$ cat src/sv/kst_pkg.sv
// Shared constants and types for the k-th smallest tracker.
// No dependencies; compiled before every other file of the block.
`timescale 1ns / 1ps

package kst_pkg;

    // Fixed data width of the streamed values
    localparam int DATA_W = 32;

    // Width of the rank register and its value after reset
    localparam int RANK_W = 5;
    localparam logic [RANK_W-1:0] RANK_K_RESET = 5'd2;

    // Default bound on the number of retained values
    localparam int K_MAX_DEFAULT = 16;

    // Result handed from the sorted store to the result register
    typedef struct packed {
        logic signed [DATA_W-1:0] kth_value;
        logic                     full_res;
    } result_t;

endpackage

$ cat src/sv/kst_in_if.sv
// Input channel of the k-th smallest tracker: valid/ready plus one value.
// Depends on kst_pkg for the data width.
`timescale 1ns / 1ps

interface kst_in_if;

    logic                              valid;
    logic                              ready;
    logic signed [kst_pkg::DATA_W-1:0] value;
    logic                              first;

    modport source (output valid, output value, output first, input ready);
    modport sink   (input valid, input value, input first, output ready);

endinterface

$ cat src/sv/kst_out_if.sv
// Result channel of the k-th smallest tracker: valid/ready plus one result.
// Depends on kst_pkg for the data width.
`timescale 1ns / 1ps

interface kst_out_if;

    logic                              valid;
    logic                              ready;
    logic signed [kst_pkg::DATA_W-1:0] kth_value;
    logic                              full_res;

    modport source (output valid, output kth_value, output full_res, input ready);
    modport sink   (input valid, input kth_value, input full_res, output ready);

endinterface

$ cat src/sv/kst_sort_array.sv
// Sorted register array holding the smallest values of the current set.
// Inserts one value per update with parallel compares; depends on kst_pkg.
`timescale 1ns / 1ps

module kst_sort_array #(
    parameter int K_MAX = kst_pkg::K_MAX_DEFAULT
) (
    input  logic                              clk,
    input  logic                              rst_n,
    input  logic                              upd,
    input  logic signed [kst_pkg::DATA_W-1:0] value,
    input  logic                              first,
    input  logic [$clog2(K_MAX+1)-1:0]        rank_eff,
    output kst_pkg::result_t                  result_next
);

    localparam int CW = $clog2(K_MAX + 1);
    localparam int IW = (K_MAX > 1) ? $clog2(K_MAX) : 1;

    logic signed [kst_pkg::DATA_W-1:0] kept_reg  [K_MAX];
    logic signed [kst_pkg::DATA_W-1:0] kept_next [K_MAX];
    logic [CW-1:0]                     count_reg;
    logic [CW-1:0]                     count_next;
    logic [CW-1:0]                     cnt_cur;
    logic [CW-1:0]                     cnt_inc;
    logic [CW-1:0]                     cnt_last;
    logic [K_MAX-1:0]                  le;

    // A first-flagged item starts from an empty set
    assign cnt_cur = first ? '0 : count_reg;

    // Entries that stay in place: valid and not greater than the new value
    always_comb
    begin
        for (int i = 0; i < K_MAX; i++)
        begin
            le[i] = (i < int'(cnt_cur)) && (kept_reg[i] <= value);
        end
    end

    // Keep, insert or shift up by one, per entry
    always_comb
    begin
        kept_next[0] = le[0] ? kept_reg[0] : value;
        for (int i = 1; i < K_MAX; i++)
        begin
            if (le[i])
                kept_next[i] = kept_reg[i];
            else if (le[i-1])
                kept_next[i] = value;
            else
                kept_next[i] = kept_reg[i-1];
        end
    end

    // New fill level, cut to the effective rank
    assign cnt_inc    = (cnt_cur < CW'(K_MAX)) ? cnt_cur + CW'(1) : cnt_cur;
    assign count_next = (cnt_inc > rank_eff) ? rank_eff : cnt_inc;
    assign cnt_last   = count_next - CW'(1);

    // Largest retained value after the insertion
    assign result_next.kth_value = kept_next[cnt_last[IW-1:0]];
    assign result_next.full_res  = (count_next == rank_eff);

    // Fill level
    always_ff @(posedge clk or negedge rst_n)
    begin
        if (!rst_n)
            count_reg <= '0;
        else if (upd)
            count_reg <= count_next;
    end

    // Stored values, no reset: only entries below the fill level are read
    always_ff @(posedge clk)
    begin
        if (upd)
            kept_reg <= kept_next;
    end

endmodule

$ cat src/sv/kth_smallest_tracker.sv
// Top level of the k-th smallest tracker: channel registers, rank register.
// Depends on kst_pkg, kst_in_if, kst_out_if and kst_sort_array.
`timescale 1ns / 1ps

// Usage
//   in_ch  : transfers of {value, first}; first = 1 clears the retained set
//            before value is inserted.
//   out_ch : one transfer per input item, {kth_value, full_res}: the largest
//            retained value and whether rank_k values are held.
//   cfg_we / cfg_wdata : write of rank_k, taken at any edge with cfg_we high;
//            the user writes only while the block is idle, which the block does
//            not enforce. 0 acts as 1, above K_MAX as K_MAX.
// Path: a result passes the input register, then the result register, with
//   the sorted array updated on the same edge as the result register.
// Throughput: one item per cycle while out_ch.ready is high; the array
//   compares every stored entry in parallel and accepts a value each clock.
// Reset: the retained set is empty, rank_k is 2, both channels are idle.
// Stall: while out_ch.ready is low the result is held; the input register
//   takes one more item and then in_ch.ready drops until the result moves.

module kth_smallest_tracker #(
    parameter int K_MAX = kst_pkg::K_MAX_DEFAULT
) (
    input  logic                        clk,
    input  logic                        rst_n,
    kst_in_if.sink                      in_ch,
    kst_out_if.source                   out_ch,
    input  logic                        cfg_we,
    input  logic [kst_pkg::RANK_W-1:0]  cfg_wdata
);

    localparam int CW = $clog2(K_MAX + 1);

    logic [kst_pkg::RANK_W-1:0]        rank_k_reg;
    logic [CW-1:0]                     rank_eff;
    logic signed [kst_pkg::DATA_W-1:0] in_value_reg;
    logic                              in_first_reg;
    logic                              in_valid_reg;
    logic                              res_valid_reg;
    kst_pkg::result_t                  res_reg;
    kst_pkg::result_t                  res_next;
    logic                              advance;
    logic                              in_xfer;

    // Rank register
    always_ff @(posedge clk or negedge rst_n)
    begin
        if (!rst_n)
            rank_k_reg <= kst_pkg::RANK_K_RESET;
        else if (cfg_we)
            rank_k_reg <= cfg_wdata;
    end

    // Clamp the rank into 1 .. K_MAX
    always_comb
    begin
        if (rank_k_reg == '0)
            rank_eff = CW'(1);
        else if (int'(rank_k_reg) > K_MAX)
            rank_eff = CW'(K_MAX);
        else
            rank_eff = CW'(rank_k_reg);
    end

    // Handshake: the held item moves on when the result slot is free or drains
    assign advance      = in_valid_reg && (!res_valid_reg || out_ch.ready);
    assign in_ch.ready  = !in_valid_reg || advance;
    assign in_xfer      = in_ch.valid && in_ch.ready;

    // Input register
    always_ff @(posedge clk or negedge rst_n)
    begin
        if (!rst_n)
            in_valid_reg <= 1'b0;
        else if (in_ch.ready)
            in_valid_reg <= in_ch.valid;
    end

    always_ff @(posedge clk)
    begin
        if (in_xfer)
        begin
            in_value_reg <= in_ch.value;
            in_first_reg <= in_ch.first;
        end
    end

    // Sorted store and insertion
    kst_sort_array #(
        .K_MAX (K_MAX)
    ) u_sort (
        .clk         (clk),
        .rst_n       (rst_n),
        .upd         (advance),
        .value       (in_value_reg),
        .first       (in_first_reg),
        .rank_eff    (rank_eff),
        .result_next (res_next)
    );

    // Result register
    always_ff @(posedge clk or negedge rst_n)
    begin
        if (!rst_n)
            res_valid_reg <= 1'b0;
        else if (advance)
            res_valid_reg <= 1'b1;
        else if (out_ch.ready)
            res_valid_reg <= 1'b0;
    end

    always_ff @(posedge clk)
    begin
        if (advance)
            res_reg <= res_next;
    end

    assign out_ch.valid     = res_valid_reg;
    assign out_ch.kth_value = res_reg.kth_value;
    assign out_ch.full_res  = res_reg.full_res;

endmodule

$ cat src/flat_wrapper.sv
// flat-port wrapper written by rule: the top's interface ports become plain ports
module kth_smallest_tracker_flat 
#(
    parameter int K_MAX = kst_pkg::K_MAX_DEFAULT
)
  (clk, rst_n, cfg_we, cfg_wdata, in_ch_valid, in_ch_value, in_ch_first, in_ch_ready, out_ch_valid, out_ch_kth_value, out_ch_full_res, out_ch_ready);
  kst_in_if in_ch_i ();
  kst_out_if out_ch_i ();
  input  logic clk;
  input  logic rst_n;
  input  logic cfg_we;
  input  logic [kst_pkg::RANK_W-1:0] cfg_wdata;
  input wire logic [$bits(in_ch_i.valid)-1:0] in_ch_valid;
  input wire logic [$bits(in_ch_i.value)-1:0] in_ch_value;
  input wire logic [$bits(in_ch_i.first)-1:0] in_ch_first;
  output wire logic [$bits(in_ch_i.ready)-1:0] in_ch_ready;
  output wire logic [$bits(out_ch_i.valid)-1:0] out_ch_valid;
  output wire logic [$bits(out_ch_i.kth_value)-1:0] out_ch_kth_value;
  output wire logic [$bits(out_ch_i.full_res)-1:0] out_ch_full_res;
  input wire logic [$bits(out_ch_i.ready)-1:0] out_ch_ready;
  assign in_ch_i.valid = in_ch_valid;
  assign in_ch_i.value = in_ch_value;
  assign in_ch_i.first = in_ch_first;
  assign in_ch_ready = in_ch_i.ready;
  assign out_ch_valid = out_ch_i.valid;
  assign out_ch_kth_value = out_ch_i.kth_value;
  assign out_ch_full_res = out_ch_i.full_res;
  assign out_ch_i.ready = out_ch_ready;
  kth_smallest_tracker #(.K_MAX(K_MAX)) u_core (.clk(clk), .rst_n(rst_n), .in_ch(in_ch_i), .out_ch(out_ch_i), .cfg_we(cfg_we), .cfg_wdata(cfg_wdata));
endmodule
$ cat config.mk
export PLATFORM = sky130hd
export DESIGN_NAME = kth_smallest_tracker_flat
export DESIGN_NICKNAME = d
export VERILOG_FILES = /design/src/sv/kst_pkg.sv /design/src/sv/kst_in_if.sv /design/src/sv/kst_out_if.sv /design/src/sv/kst_sort_array.sv /design/src/sv/kth_smallest_tracker.sv /design/src/flat_wrapper.sv
export SDC_FILE = /design/constraint.sdc
export NUM_CORES = 2
export LEC_CHECK = 0
export BUFFER_PORTS_ARGS = -buffer_cell sky130_fd_sc_hd__buf_2
export CORE_ASPECT_RATIO = 1.25
export CORE_MARGIN = 10
export CORE_UTILIZATION = 40
export CTS_CLUSTER_SIZE = 12
export DETAILED_ROUTE_END_ITERATION = 8
export PLACE_DENSITY = 0.55
export SYNTH_ARGS = -nofsm -noshare
export SYNTH_HDL_FRONTEND = slang
export SYNTH_SLANG_ARGS = --single-unit
$ cat constraint.sdc
create_clock -name clk -period 19 [get_ports clk]
set_input_delay 1.9 -clock clk [delete_from_list [all_inputs] [get_ports clk]]
set_output_delay 1.9 -clock clk [all_outputs]
set_load 0.1 [all_outputs]
# After elaboration in Yosys (flattened, before gate mapping)
# Cells that the tools add are included.
# classes
mux,41
bitwise_logic,1
reduce_logical,24
div,0
add_sub_neg,2
multipliers,0
n_lt_le_gt_ge,36
eq_ne,1
shift,0
# op_table
cell,n
32-bit 2-to-1 mux,33
32-bit less-or-equal comparator,16
32-bit binary-select mux with 4-bit select,1
4-bit by 5-bit < comparator with 1-bit output (first input constant),8
5-bit 2-to-1 mux,5
3-bit by 5-bit < comparator with 1-bit output (first input constant),4
1-bit logical AND,18
1-bit by 5-bit < comparator with 1-bit output (first input constant),2
2-bit by 5-bit < comparator with 1-bit output (first input constant),2
5-bit by 1-bit adder with 5-bit output (second input constant),1
5-bit equality test,1
5-bit greater-or-equal comparator (second input constant),1
5-bit > comparator,1
5-bit > comparator (second input constant),1
5-bit logical NOT,1
5-bit < comparator (second input constant),1
4-bit NOT with 5-bit output,1
4-bit by 1-bit subtractor with 4-bit output (second input constant),1
1-bit logical NOT,2
1-bit logical OR,2
1-bit 2-to-1 mux,2
2-bit nonzero test,1
# word_totals
ram_bits,0
mem_bits_ro,0
latchBits,0
in_bits,43
out_inout_bits,35
reg_bits,590
mem_count,0

# Depth between registers and ports, before layout
# logic_depth
depth_word,10
depth_mapped,29

# By module
# Synthesis repeated with hierarchy kept, for this count alone.
# hier_totals
hier_cells,4860
hier_area_um2,46285.6
# by_module_without_submodules
module,area_each_um2,seq_area_each_um2,n_inst,cells_each
kst_sort_array,43997.2,15499.9,1,4768
kth_smallest_tracker,2288.4,2158.3,1,92

# Worst setup path after synthesis
# No wires, ideal clock.
# synth_path
path_type,input -> register
startpoint,input port out_ch_ready
endpoint,"register u_core.res_reg, in the netlist u_core.out_ch.full_res, enable pin"
path_buffers,1
arrival_ps,12721
t_required_ps,18112
stages,4
setup_slack_ps,5391
cell_sequence,nand2b_1 > nand2_1 > clkbuf_1 > inv_1
# synth_via
elab_chain_len,2
# synth_lines
element,line_no,rtl
start: declaration,flat_wrapper.sv:20,input wire logic [$bits(out_ch_i.ready)-1:0] out_ch_ready;
1-bit logical OR,kth_smallest_tracker.sv:66,assign advance = in_valid_reg && (!res_valid_reg || out_ch.ready);
1-bit logical AND,kth_smallest_tracker.sv:66,
named net u_core.advance,kth_smallest_tracker.sv:42,logic advance;
end signal: assignment,kth_smallest_tracker.sv:115,res_reg <= res_next;
end: declaration,kth_smallest_tracker.sv:40,kst_pkg::result_t res_reg;
# The timed path passes the listed nets, and every way through them passes these cells.
# A chain may end at the register's enable or synchronous reset.

==> results.toml <==
[yosys]
syn_avg_cell_area_um2 = 9.48
ys_seq_elements = 590
synth_fa_ha_area_share_pct = 13.9
synth_area_leaders = "edfxtp_1 37%, ha_1 14%, mux2i_1 7.2%, a21oi_1 6.4%, nor2_1 3.3%"
async_reset_ff_share_pct = 2.03
synthDistinctLibCells = 90
synth_mux_area_share_pct = 7.39
synth_top_family_by_area = "compound AO/OA/AOI/OAI gates"
synth_top_area_share_pct = 37.3
ys_seq_area_share_pct = 37.9
yosys.area.top_type = "edfxtp_1"
synth_compound_area_share_pct = 23.9
synth_edf_count = 578
synthCells = 4912
ys.flop_type = "edfxtp_1"
syn-num-nets = 5474
yosysWarnings = 0
synth-simple-area-share_pct = 12.6
synth_area_um2 = 46600
synth_xor_xnor_area_share_pct = 0.0940

[global_routing]
grt_start_max_net_pins = 167
grt_pass1_vias = 39700
grt_pass1_wl_mm = 276
grt_use_total_pct = 27.9
antenna_found_initial = 6
grt_overflow = 0

[detailed_routing]
totalWireLength_mm = 190
drtAntennaViolNets = 0
first_pass_iters = 6
drcViolationCount = 0
via_per_inst = 6.55
wl_per_cell_um = 29.6
vias = 42100
drt_iter0_drc = 4948

[clock_network]
h-tree-depth = 3
insertion_delay_ps = 680
clk_pin_slew_ps = 60
postCtsHoldBufs = 0
cts_tree = "built"
clock_path_buffers = 3
cts_resized = 0
cts.sinks = 590
cts_buffers = 75
root_buffer = "clkbuf_16"
cts_setup_buffers = 0

[worst_setup_path]
crit_fanout = 47
required_ps = 19460
worstSetupPathType = "reg -> reg"
startpoint_type = "register"
crit_path_end_kind = "register"
arrival_ps = 8780

[power]
total_power_mw = 9.89
p_leak_nw = 20.3
peakVddDrop_mv = 0.187
p_per_area_nw_per_um2 = 194

[finish]
fillers = 11100
nets = 5374
final_cell_mix = "590 x a21oi_1, 578 x edfxtp_1, 518 x ha_1"
final_cell_area_um2 = 50900
drive_above_1_share_pct = 7.98
syn_to_final_growth_pct = 9.34
n_antenna_cell = 0
largest_reg_flops = 512
final_common_cell = "a21oi_1"

[sta]
worstMarginPinSlew_ps = 1200
rsz0062_at_grt = "false"
finalCritPeriodShare_pct = 43.8
hold_viol_final = 0
timing.fmax_mhz = 120
skew_ps = 32.5
hold_ws_ps = 505
min_period_ps = 8320
setup_violations = 0
setup_tns_ps = 0
max-slew-margin-rel_pct = 20.1
slew_violations = 0

[floorplanning]
core_area_um2 = 115000
die-width_um = 325
die_y_um = 402
initial_core_util_pct = 40.4
rows = 139
num_io_pins = 78
die-area_um2 = 131000

[placed_design]
place_hpwl_mm = 136
place_congestion = 0.938
io_buffers = 77
dpl_cell_area_um2 = 48500

[run_status]
status = "finished clean"

[flow_run]
maxCapViolCount = 0

[worst_hold_path]
hold_class = "reg -> reg"
==> worst max-delay path: stages (launching register included) <==
cell and delay, ps:
edfxtp_1 720, nor2b_1 460, ha_1 270, nand2b_1 70, a22oi_1 330, inv_1 240, ha_1 350, and4_1 180
nand2_1 80, o21ai_1 230, o21ai_0 290, o21a_4 530, inv_4 390, ha_2 430, buf_4 550, inv_1 300
buf_4 350, nand3_1 150, a211o_1 160, nand2_1 310, nand3b_1 450, buf_4 380, o221ai_1 170, a31oi_1 180
nand4_1 250, o32ai_1 230
==> path summary, 6_finish.rpt <==
| check | start | end | slack, ps | cells past startpoint |
|---|---|---|---|---|
| hold reg to reg | u_core.in_valid_reg$_DFFE_PN0N_ | u_core.out_ch.valid$_DFFE_PN0P_ | 500 | 1 |
| min in group asynchronous | rst_n | u_core.rank_k_reg[4]$_DFFE_PN0P_ | 1160 | 1 |
| setup / recovery | u_core.in_first_reg$_DFFE_PP_ | u_core.out_ch.kth_value[28]$_DFFE_PP_ | 10680 | 25 |
| max in group asynchronous | rst_n | u_core.rank_k_reg[1]$_DFFE_PN1P_ | 17500 | 1 |
| setup reg to reg | u_core.in_first_reg$_DFFE_PP_ | u_core.out_ch.kth_value[28]$_DFFE_PP_ | 10680 | 25 |
| hold / removal | u_core.in_valid_reg$_DFFE_PN0N_ | u_core.out_ch.valid$_DFFE_PN0P_ | 500 | 1 |
==> stage by stage <==
step	std cells	worst slack (ps)	util, %
6_report	6423	10680	44.2
3_5_place_dp	6286	10830	42.1
4_1_cts	6423	10780	44.2
3_3_place_gp	6286	11030	42.1
2_1_floorplan	4912	5390	-
5_1_grt	6423	10370	44.2
==> cell usage after synthesis (15+ instances only) <==
| master | count |
|---|---|
| o21ai_1 | 72 |
| o21a_1 | 22 |
| a2bb2oi_1 | 55 |
| o221ai_1 | 63 |
| nand2b_1 | 45 |
| buf_2 | 45 |
| nand2_1 | 308 |
| clkbuf_1 | 258 |
| a21o_1 | 38 |
| o21ai_0 | 276 |
| o32a_1 | 26 |
| nand3_1 | 198 |
| o311ai_1 | 27 |
| a311oi_1 | 24 |
| o311ai_0 | 19 |
| o32ai_1 | 30 |
| o31ai_1 | 32 |
| nor2_1 | 411 |
| nand4_1 | 130 |
| o221a_2 | 24 |
| inv_1 | 117 |
| nor3_1 | 41 |
| a211oi_1 | 94 |
| a21oi_1 | 593 |
| nor4_1 | 18 |
| o211a_1 | 30 |
| o211ai_1 | 24 |
| a31oi_1 | 113 |
| mux2i_1 | 335 |
| buf_1 | 42 |
| nor2b_1 | 26 |
| a221oi_1 | 15 |
| o31a_1 | 25 |
| and3_1 | 35 |
| ha_1 | 519 |
| edfxtp_1 | 578 |
==> per-layer routing <==
| metal | vias up | part of all wire [%] | track usage [%] |
|---|---|---|---|
| met5 | - | 0 | 0 |
| met4 | 0 | 7.1 | 17.7 |
| met3 | 476 | 7.1 | 3.52 |
| met2 | 2018 | 46 | 44.8 |
| met1 | 20500 | 40 | 35.3 |
| li1 | 19100 | - | - |
==> final cells by class <==
cell class	instances	area (um2)	area share, %
clock buffers	94	2040	4.01
clock inverters	43	385	0.757
inverters	117	449	0.882
multi-input cells	3843	27200	53.5
flip-flops and latches	590	17700	34.7
well taps	1551	1940	3.81
repair buffers	185	1220	2.40
==> report_power, final <==
group,switching [mW],leakage (nW),internal [mW],total [mW]
combinational,4.00,13.4,1.86,5.85
clock,0.625,1.19,0.843,1.47
sequential,0.463,5.68,2.11,2.57
total,5.09,20.3,4.80,9.89
==> cell families after synthesis <==
family / count (synthesis)
multiplexers: 343
adder cells (fa/ha/maj): 519
XOR/XNOR: 5
flip-flops: 590
buffers and inverters: 479
AND/OR/NAND/NOR: 1266
AO/OA/AOI/OAI: 1710
(Power assumes the default switching activity.)
